### src/rtl/podc_pkg.sv
package podc_pkg;

	// Field widths fixed by the interface
	localparam int DAY_W  = 5;
	localparam int MON_W  = 4;
	localparam int YEAR_W = 14;
	localparam int OUT_W  = 22;
	// A day ordinal of any 14-bit year fits in 23 bits
	localparam int ORD_W  = 23;
	localparam int NUM_DATES = 4;

	localparam logic [MON_W-1:0] MON_FEB  = MON_W'(2);
	localparam logic [MON_W-1:0] MON_LAST = MON_W'(12);
	localparam logic [6:0] CENTURY = 7'd100;
	// floor(y * 5243 / 2^19) equals y / 100 for every 14-bit year
	localparam int RECIP_W     = 27;
	localparam int RECIP_SHIFT = 19;
	localparam logic [12:0] RECIP_100 = 13'd5243;
	localparam logic [8:0] DAYS_PER_YEAR = 9'd365;
	localparam logic [DAY_W-1:0] FEB_LEAP_LEN = DAY_W'(29);
	localparam logic [DAY_W-1:0] FEB_LEN      = DAY_W'(28);
	localparam logic [OUT_W-1:0] OUT_MAX = {OUT_W{1'b1}};

	typedef logic [DAY_W-1:0]  day_t;
	typedef logic [MON_W-1:0]  mon_t;
	typedef logic [YEAR_W-1:0] year_t;
	typedef logic [ORD_W-1:0]  ord_t;

	// Ordinal unit sequencer
	typedef enum logic [2:0] {
		ORD_IDLE,
		ORD_DIV,
		ORD_MUL,
		ORD_SUM1,
		ORD_SUM2
	} ord_state_t;

	// Top level sequencer
	typedef enum logic [2:0] {
		ST_IDLE,
		ST_DATE,
		ST_WAIT,
		ST_CMP,
		ST_DIFF
	} top_state_t;

	// Status from the ordinal unit to the sequencer
	typedef struct packed {
		logic done;
		logic bad;
	} ord_sts_t;

	// Days in a month for a common year; February handled by the caller
	function automatic day_t month_len(input mon_t m);
		day_t len;
		unique case (m)
			4'd1, 4'd3, 4'd5, 4'd7, 4'd8, 4'd10, 4'd12: len = DAY_W'(31);
			4'd4, 4'd6, 4'd9, 4'd11:                    len = DAY_W'(30);
			4'd2:                                       len = FEB_LEN;
			default:                                    len = DAY_W'(0);
		endcase
		return len;
	endfunction

	// Days in the year before the first of month m (common year)
	function automatic logic [8:0] days_before(input mon_t m);
		logic [8:0] n;
		unique case (m)
			4'd2:    n = 9'd31;
			4'd3:    n = 9'd59;
			4'd4:    n = 9'd90;
			4'd5:    n = 9'd120;
			4'd6:    n = 9'd151;
			4'd7:    n = 9'd181;
			4'd8:    n = 9'd212;
			4'd9:    n = 9'd243;
			4'd10:   n = 9'd273;
			4'd11:   n = 9'd304;
			4'd12:   n = 9'd334;
			default: n = 9'd0;
		endcase
		return n;
	endfunction

endpackage

### src/rtl/podc_ord_unit.sv
// Converts one date to a day ordinal (0001-01-01 is day 1) and checks it.
// The year is split by 100 with a reciprocal multiply, then one multiply
// and two accumulate steps finish the count.
module podc_ord_unit import podc_pkg::*; #(
	parameter int MAX_YEAR = 9999
) (
	input  logic     clk,
	input  logic     arst_n,
	input  logic     start,
	input  day_t     day,
	input  mon_t     month,
	input  year_t    year,
	output ord_t     ord,
	output ord_sts_t sts
);

	ord_state_t       st_q, st_d;
	logic [7:0]       quo_q;
	ord_t             prod_q;
	ord_t             acc_q;
	logic [7:0]       p100_q;
	logic             leap_q;
	logic             bad_q;
	logic             done_q;

	year_t              p;
	logic [RECIP_W-1:0] recip;
	year_t              hundreds;
	logic [7:0]         qy;
	logic               ry_zero;
	logic               leap;
	day_t               mlen;
	logic               yr_bad;
	logic               mon_bad;
	logic               day_bad;

	assign p = year - YEAR_W'(1);

	// Divide by 100 through a reciprocal multiply
	assign recip = {{(RECIP_W - YEAR_W){1'b0}}, year} * RECIP_W'(RECIP_100);

	// Leap year and range checks once the quotient is in
	assign qy       = quo_q;
	assign hundreds = {6'd0, quo_q} * {7'd0, CENTURY};
	assign ry_zero  = year == hundreds;
	assign leap    = (year[1:0] == 2'd0) && (!ry_zero || qy[1:0] == 2'd0);
	assign mlen    = (month == MON_FEB) ? (leap ? FEB_LEAP_LEN : FEB_LEN) : month_len(month);
	assign yr_bad  = (year == '0) || (int'({18'd0, year}) > MAX_YEAR);
	assign mon_bad = (month == '0) || (month > MON_LAST);
	assign day_bad = (day == '0) || (day > mlen);

	// Next state
	always_comb begin
		st_d = st_q;
		unique case (st_q)
			ORD_IDLE: if (start) st_d = ORD_DIV;
			ORD_DIV:  st_d = ORD_MUL;
			ORD_MUL:  st_d = ORD_SUM1;
			ORD_SUM1: st_d = ORD_SUM2;
			ORD_SUM2: st_d = ORD_IDLE;
			default:  st_d = ORD_IDLE;
		endcase
	end

	// Control registers
	always_ff @(posedge clk or negedge arst_n) begin
		if (!arst_n) begin
			st_q   <= ORD_IDLE;
			done_q <= 1'b0;
		end else begin
			st_q   <= st_d;
			done_q <= (st_q == ORD_SUM2);
		end
	end

	// Datapath
	always_ff @(posedge clk) begin
		unique case (st_q)
			ORD_DIV: begin
				quo_q <= recip[RECIP_W-1:RECIP_SHIFT];
			end
			ORD_MUL: begin
				prod_q <= ORD_W'({9'd0, p} * {5'd0, DAYS_PER_YEAR});
				p100_q <= ry_zero ? qy - 8'd1 : qy;
				leap_q <= leap;
				bad_q  <= yr_bad || mon_bad || day_bad;
			end
			ORD_SUM1: begin
				acc_q <= prod_q + ORD_W'(p >> 2) + ORD_W'(day);
			end
			ORD_SUM2: begin
				acc_q <= acc_q - ORD_W'(p100_q) + ORD_W'(p100_q >> 2)
					+ ORD_W'(days_before(month))
					+ ORD_W'(leap_q && (month > MON_FEB));
			end
			default: ;
		endcase
	end

	assign ord      = acc_q;
	assign sts.done = done_q;
	assign sts.bad  = bad_q;

endmodule

### src/rtl/period_overlap_day_counter_unit.sv
// Overlap day counter: takes two periods (start and end Gregorian dates) and
// returns the day distance between the later start and the earlier end, or 0
// when the periods are disjoint; any impossible date sets invalid_date and
// gives 0. One request at a time: in_stall drops in the same cycle that the
// result is presented, and the next request is taken only after that. The
// time is set by the shared date-to-ordinal unit, which runs once per date
// (four times), plus the ST_CMP state to compare and the ST_DIFF state to
// load the result. A finished result sits in the output register, so the
// next request is taken while it waits; a request that finishes while an
// earlier result is still stalled holds until the output frees.
module period_overlap_day_counter_unit import podc_pkg::*; #(
	parameter int MAX_YEAR = 9999
) (
	input  logic             clk,
	input  logic             arst_n,
	input  logic             in_valid,
	output logic             in_stall,
	input  day_t             first_start_day,
	input  mon_t             first_start_month,
	input  year_t            first_start_year,
	input  day_t             first_end_day,
	input  mon_t             first_end_month,
	input  year_t            first_end_year,
	input  day_t             second_start_day,
	input  mon_t             second_start_month,
	input  year_t            second_start_year,
	input  day_t             second_end_day,
	input  mon_t             second_end_month,
	input  year_t            second_end_year,
	output logic             out_valid,
	input  logic             out_stall,
	output logic [OUT_W-1:0] overlap_days,
	output logic             invalid_date
);

	top_state_t st_q, st_d;
	logic [1:0] idx_q;
	logic       bad_q;
	day_t       day_q [NUM_DATES];
	mon_t       mon_q [NUM_DATES];
	year_t      year_q [NUM_DATES];
	ord_t       ord_q [NUM_DATES];
	logic       disj_q;
	ord_t       lo_q;
	ord_t       hi_q;
	logic             out_valid_q;
	logic [OUT_W-1:0] days_q;
	logic             inv_q;

	logic     accept;
	logic     start;
	logic     out_free;
	logic     load_out;
	ord_t     ord;
	ord_sts_t ord_sts;
	ord_t     diff;

	assign accept   = in_valid && !in_stall;
	assign in_stall = st_q != ST_IDLE;
	assign out_free = !out_valid_q || !out_stall;

	// Shared date-to-ordinal unit
	podc_ord_unit #(
		.MAX_YEAR (MAX_YEAR)
	) u_ord (
		.clk    (clk),
		.arst_n (arst_n),
		.start  (start),
		.day    (day_q[idx_q]),
		.month  (mon_q[idx_q]),
		.year   (year_q[idx_q]),
		.ord    (ord),
		.sts    (ord_sts)
	);

	// Sequencer: next state and strobes
	always_comb begin
		st_d     = st_q;
		start    = 1'b0;
		load_out = 1'b0;
		unique case (st_q)
			ST_IDLE: if (accept) st_d = ST_DATE;
			ST_DATE: begin
				start = 1'b1;
				st_d  = ST_WAIT;
			end
			ST_WAIT: begin
				if (ord_sts.done)
					st_d = (idx_q == 2'(NUM_DATES - 1)) ? ST_CMP : ST_DATE;
			end
			ST_CMP: st_d = ST_DIFF;
			ST_DIFF: begin
				if (out_free) begin
					load_out = 1'b1;
					st_d     = ST_IDLE;
				end
			end
			default: st_d = ST_IDLE;
		endcase
	end

	// Control registers
	always_ff @(posedge clk or negedge arst_n) begin
		if (!arst_n) begin
			st_q        <= ST_IDLE;
			idx_q       <= '0;
			bad_q       <= 1'b0;
			out_valid_q <= 1'b0;
		end else begin
			st_q <= st_d;
			if (accept) begin
				idx_q <= '0;
				bad_q <= 1'b0;
			end else if (st_q == ST_WAIT && ord_sts.done) begin
				idx_q <= idx_q + 2'd1;
				bad_q <= bad_q || ord_sts.bad;
			end
			if (load_out)
				out_valid_q <= 1'b1;
			else if (!out_stall)
				out_valid_q <= 1'b0;
		end
	end

	// Absolute distance between later start and earlier end
	assign diff = (lo_q > hi_q) ? lo_q - hi_q : hi_q - lo_q;

	// Request capture, ordinal store, compare and result
	always_ff @(posedge clk) begin
		if (accept) begin
			day_q[0] <= first_start_day;
			mon_q[0] <= first_start_month;
			year_q[0] <= first_start_year;
			day_q[1] <= first_end_day;
			mon_q[1] <= first_end_month;
			year_q[1] <= first_end_year;
			day_q[2] <= second_start_day;
			mon_q[2] <= second_start_month;
			year_q[2] <= second_start_year;
			day_q[3] <= second_end_day;
			mon_q[3] <= second_end_month;
			year_q[3] <= second_end_year;
		end
		if (st_q == ST_WAIT && ord_sts.done)
			ord_q[idx_q] <= ord;
		if (st_q == ST_CMP) begin
			disj_q <= (ord_q[0] > ord_q[3]) || (ord_q[1] < ord_q[2]);
			lo_q   <= (ord_q[0] > ord_q[2]) ? ord_q[0] : ord_q[2];
			hi_q   <= (ord_q[1] < ord_q[3]) ? ord_q[1] : ord_q[3];
		end
		if (load_out) begin
			inv_q <= bad_q;
			if (bad_q || disj_q)
				days_q <= '0;
			else if (diff > ORD_W'(OUT_MAX))
				days_q <= OUT_MAX;
			else
				days_q <= diff[OUT_W-1:0];
		end
	end

	assign out_valid    = out_valid_q;
	assign overlap_days = days_q;
	assign invalid_date = inv_q;

	// An invalid date always reports zero days
	assert property (@(posedge clk) disable iff (!arst_n)
		out_valid && invalid_date |-> overlap_days == '0)
		else $error("invalid date with nonzero day count");

	// A request holds off the input until its result is loaded
	assert property (@(posedge clk) disable iff (!arst_n)
		accept |=> in_stall)
		else $error("input not stalled after request accepted");

	// Ordinal unit reports completion only while the sequencer waits on it
	assert property (@(posedge clk) disable iff (!arst_n)
		ord_sts.done |-> st_q == ST_WAIT)
		else $error("ordinal done outside wait state");

	// Loading a result never overwrites one still stalled at the output
	assert property (@(posedge clk) disable iff (!arst_n)
		load_out |-> !(out_valid_q && out_stall))
		else $error("result overwritten while stalled");

endmodule
### config.mk
export PLATFORM = sky130hd
export DESIGN_NAME = period_overlap_day_counter_unit
export DESIGN_NICKNAME = d
export VERILOG_FILES = /design/src/rtl/podc_pkg.sv /design/src/rtl/podc_ord_unit.sv /design/src/rtl/period_overlap_day_counter_unit.sv
export SDC_FILE = /design/constraint.sdc
export NUM_CORES = 1
export LEC_CHECK = 0
export BUFFER_PORTS_ARGS = -buffer_cell sky130_fd_sc_hd__buf_2
export CORE_MARGIN = 10
export CORE_UTILIZATION = 55
export DETAILED_ROUTE_END_ITERATION = 10
export PLACE_DENSITY = 0.73
export RECOVER_POWER = 25
export SETUP_SLACK_MARGIN = 0.2
export SYNTH_ARGS = -nofsm -noshare
export SYNTH_HDL_FRONTEND = slang
export SYNTH_SLANG_ARGS = --single-unit
### constraint.sdc
create_clock -name clk -period 10.2 [get_ports clk]
set_input_delay 2.04 -clock clk [delete_from_list [all_inputs] [get_ports clk]]
set_output_delay 2.04 -clock clk [all_outputs]
set_load 0.02 [all_outputs]
==> results.md <==
- Status: complete, but fails checks
- Violated checks: max-capacitance violations, max-slew violations
- Total Routed Length: 58.4 mm
- Syn Nets: around 3k
- Min Hold Slack: 512 ps
- # setup viols final: 0
- Placed insts: 3003
- MaxCap Viol Count: 2
- Layout cell share with drive strength beyond 1: 11.4%
- Total CTS buffers: 38
- Die span in y: 238 um
- Hold Crit Class: flop to flop
- Post-route ant nets: 0
- Layout Nets: 3077
- I/O Buffers: 120
- Num rows: 79
- Slew headroom: -37.2%
- Critical path data required time: 10480 ps
- Sink Count: 329
- First-pass GRT wire length: 94.8 mm
- Yosys reg bits: 329
- Setup TNS: 0 ps
- Post-synth EDFFs: about 320
- Synth Instances: between 2k and 2.5k
- RSZ-0062 raised after global routing: no
- Syn_area_per_cell: 11.3 sq um
- Fmax: 0.122 GHz
- PostCTS Resize Cnt: 0
- Area grow syn2layout: 9.81%
- Placer Congestion: between 0.9 and 1
- Non-filler cells, final: 3070
- Tmin final: 8180 ps
- Pins over their slew limit: 45
- Core area: 46700 sq um
- Remaining global-route overflow: 0
- Pre-Repair DR Iteration Count: 5
- Total GRT Usage: 20.8%
- Area contributors post-synth: edfxtp_1 37%, ha_1 20%, fa_1 9.6%
- Initial Util: 55.8%
- DR vias: 17.2k
- Arrival @ worst endpoint: 8470 ps
- Via density per instance: ~5.6
- Worst slew pin tran: 2060 ps
- Synth top area share: 36.7%
- Largest area contributor in the netlist: edfxtp_1
- Seq/Total Area, Yosys: 37.7%
- H-tree Lvls: 2
- DR WL/cell: 19.0 um
- Netlist cell types: 76
- Mux share of post-synthesis cell area: 4.65%
- Crit-path max FO: 21
- Synth Cell Area: 26000 sq um
- Worst setup EP type: flop
- CTS tree: built
- Largest net degree at the start of global routing: 90
- Post-synthesis compound-gate area fraction: 10.3%
- Yosys warning count: 0
- Die Wd: 238 um
- Startpoint type of the worst setup path: flop
- Antenna violations before repair: 0
- Root Buffer: clkbuf_16
- Post-synth top cells: 420 x ha_1, 383 x inv_1, 318 x edfxtp_1
- Largest family of logic cells by synthesized area: adder cells
- Synth Area in XOR/XNOR: ~4.4%
- Final HPWL DP: 47.5 mm
- Final hold violations: 0
- Part of the cycle the worst path needs: 80.2%
- Number of global-route vias before repair: 18.5k
- Post-CTS Setup Bufs: 0
- I/O pin count: approximately 120
- Area share of fa/ha/maj cells after synthesis: 29.8%
- CTS Hold Bufs: 0
- Async SR Flop Fraction: 3.34%
- CTS max path bufs: 3
- Iter 0 DRT Violations: 700
- Worst-Skew Late Latency: 550 ps
- Fillers: 3708
- DRC viols: 0
- Clock transition at the registers of the reported paths: 60 ps
- Post-Synth Simple-Gate Area: 6.86%
- Clk_skew: 17.8 ps
- DIE AREA: 56400 sq um
- Main synth FF type: edfxtp_1
- Critical path type: flop to flop
- Most frequent cell after synthesis: ha_1
- Ant. Diodes: 0
==> cells in the final DEF, fill, tap and decap left out, types with 5 or more instances in the layout <==
cell	synthesis	final
bufinv_16	0	5
mux2i_1	13	13
nand2_1	94	94
nor3_1	19	19
nor2b_1	22	22
o211ai_1	8	8
clkbuf_1	22	10
or3_1	7	7
clkbuf_16	0	39
a41oi_1	5	5
o21a_1	28	28
nand2b_1	24	24
dfrtp_1	11	11
a21boi_0	5	5
a211oi_1	19	19
nor2_1	85	84
or2_2	5	5
a21oi_1	142	140
a31oi_1	10	10
a2111oi_0	6	6
o21ai_0	87	87
nand4_1	18	18
inv_1	383	383
fa_1	125	125
mux4_2	20	20
mux2_2	56	56
buf_4	4	14
nand3_1	37	37
buf_2	13	119
o21bai_1	9	9
edfxtp_1	318	318
a21o_1	50	50
and2_1	11	10
xnor2_1	87	87
nor4_1	6	6
clkinv_1	0	6
and3_1	12	12
ha_1	420	420
xor2_1	44	44
==> per-stage QoR <==
| step | worst slack, ps | utilization (%) | cell area, sq um |
|---|---|---|---|
| after floorplan | 2960 | - | 26000 |
| after global placement | 2590 | 58.6 | 27400 |
| after detailed placement | 2430 | 58.6 | 27400 |
| after CTS | 2370 | 61.3 | 28600 |
| after global routing | 1390 | 61.3 | 28600 |
| final | 2020 | 61.3 | 28600 |
==> metal layers <==
metal	share of wire [%]	vias to the layer above	GRT usage, %
li1	-	8341	-
met1	39	8415	23.0
met5	0	-	0
met2	54	316	40.2
met3	2.8	116	2.12
met4	3.3	0	7.69
==> worst paths after layout <==
| path | start | end | slack, ps | cells past startpoint |
|---|---|---|---|---|
| hold / removal | u_ord.bad_q | bad_q | 510 | 2 |
| min in group asynchronous | arst_n | st_q[1] | 1470 | 1 |
| max in group asynchronous | arst_n | u_ord.st_q[2] | 8330 | 1 |
| hold reg to reg | u_ord.bad_q | bad_q | 510 | 2 |
| setup reg to reg | idx_q[0] | u_ord.prod_q[21] | 2020 | 27 |
| setup / recovery | idx_q[0] | u_ord.prod_q[21] | 2020 | 27 |
==> kinds of logic (layout without fill, tap and decap cells) <==
logic type	after synthesis	in the layout
flip-flops	329	329
AO/OA/AOI/OAI	422	422
adder cells (fa/ha/maj)	545	545
AND/OR/NAND/NOR	361	361
XOR/XNOR	131	131
buffers and inverters	424	586
multiplexers	89	89
==> final cells by class <==
class	count	area (sq um)	area share [%]
inverters	383	1440	5.03
flip-flops and latches	329	9820	34.4
well taps	607	759	2.66
repair buffers	136	712	2.49
clock inverters	21	241	0.845
clock buffers	46	1000	3.51
multi-input cells	1548	14600	51.1
==> critical path, stage by stage, from the launching register on <==
cell and delay (ps):
dfrtp_1 1130, buf_4 390, mux4_2 630, inv_1 280
ha_1 360, o21ai_0 220, nand2_1 140, and3_1 260
and3_1 220, xnor2_1 180, inv_1 170, ha_1 310
inv_1 100, fa_1 550, inv_1 50, fa_1 480
inv_1 60, fa_1 530, inv_1 40, ha_1 220
a21o_1 190, a21o_1 190, a21oi_1 210, o21ai_0 170
a2111oi_0 410, o21bai_1 130, a21oi_1 190, xnor2_1 100
==> registers in the layout, summed over array words and instances (netlist names), 2 cells and up <==
| signal | count |
|---|---|
| overlap_days | 22 |
| hi_q | 23 |
| lo_q | 23 |
| ord_q | 92 |
| day_q | 20 |
| u_ord.p100_q | 8 |
| u_ord.ord | 23 |
| u_ord.prod_q | 23 |
| st_q | 3 |
| u_ord.quo_q | 8 |
| u_ord.st_q | 3 |
| year_q | 56 |
| idx_q | 2 |
| mon_q | 16 |
Power is not shown: default switching activity piles up to over one toggle a cycle in this logic, so the estimate is an artifact.
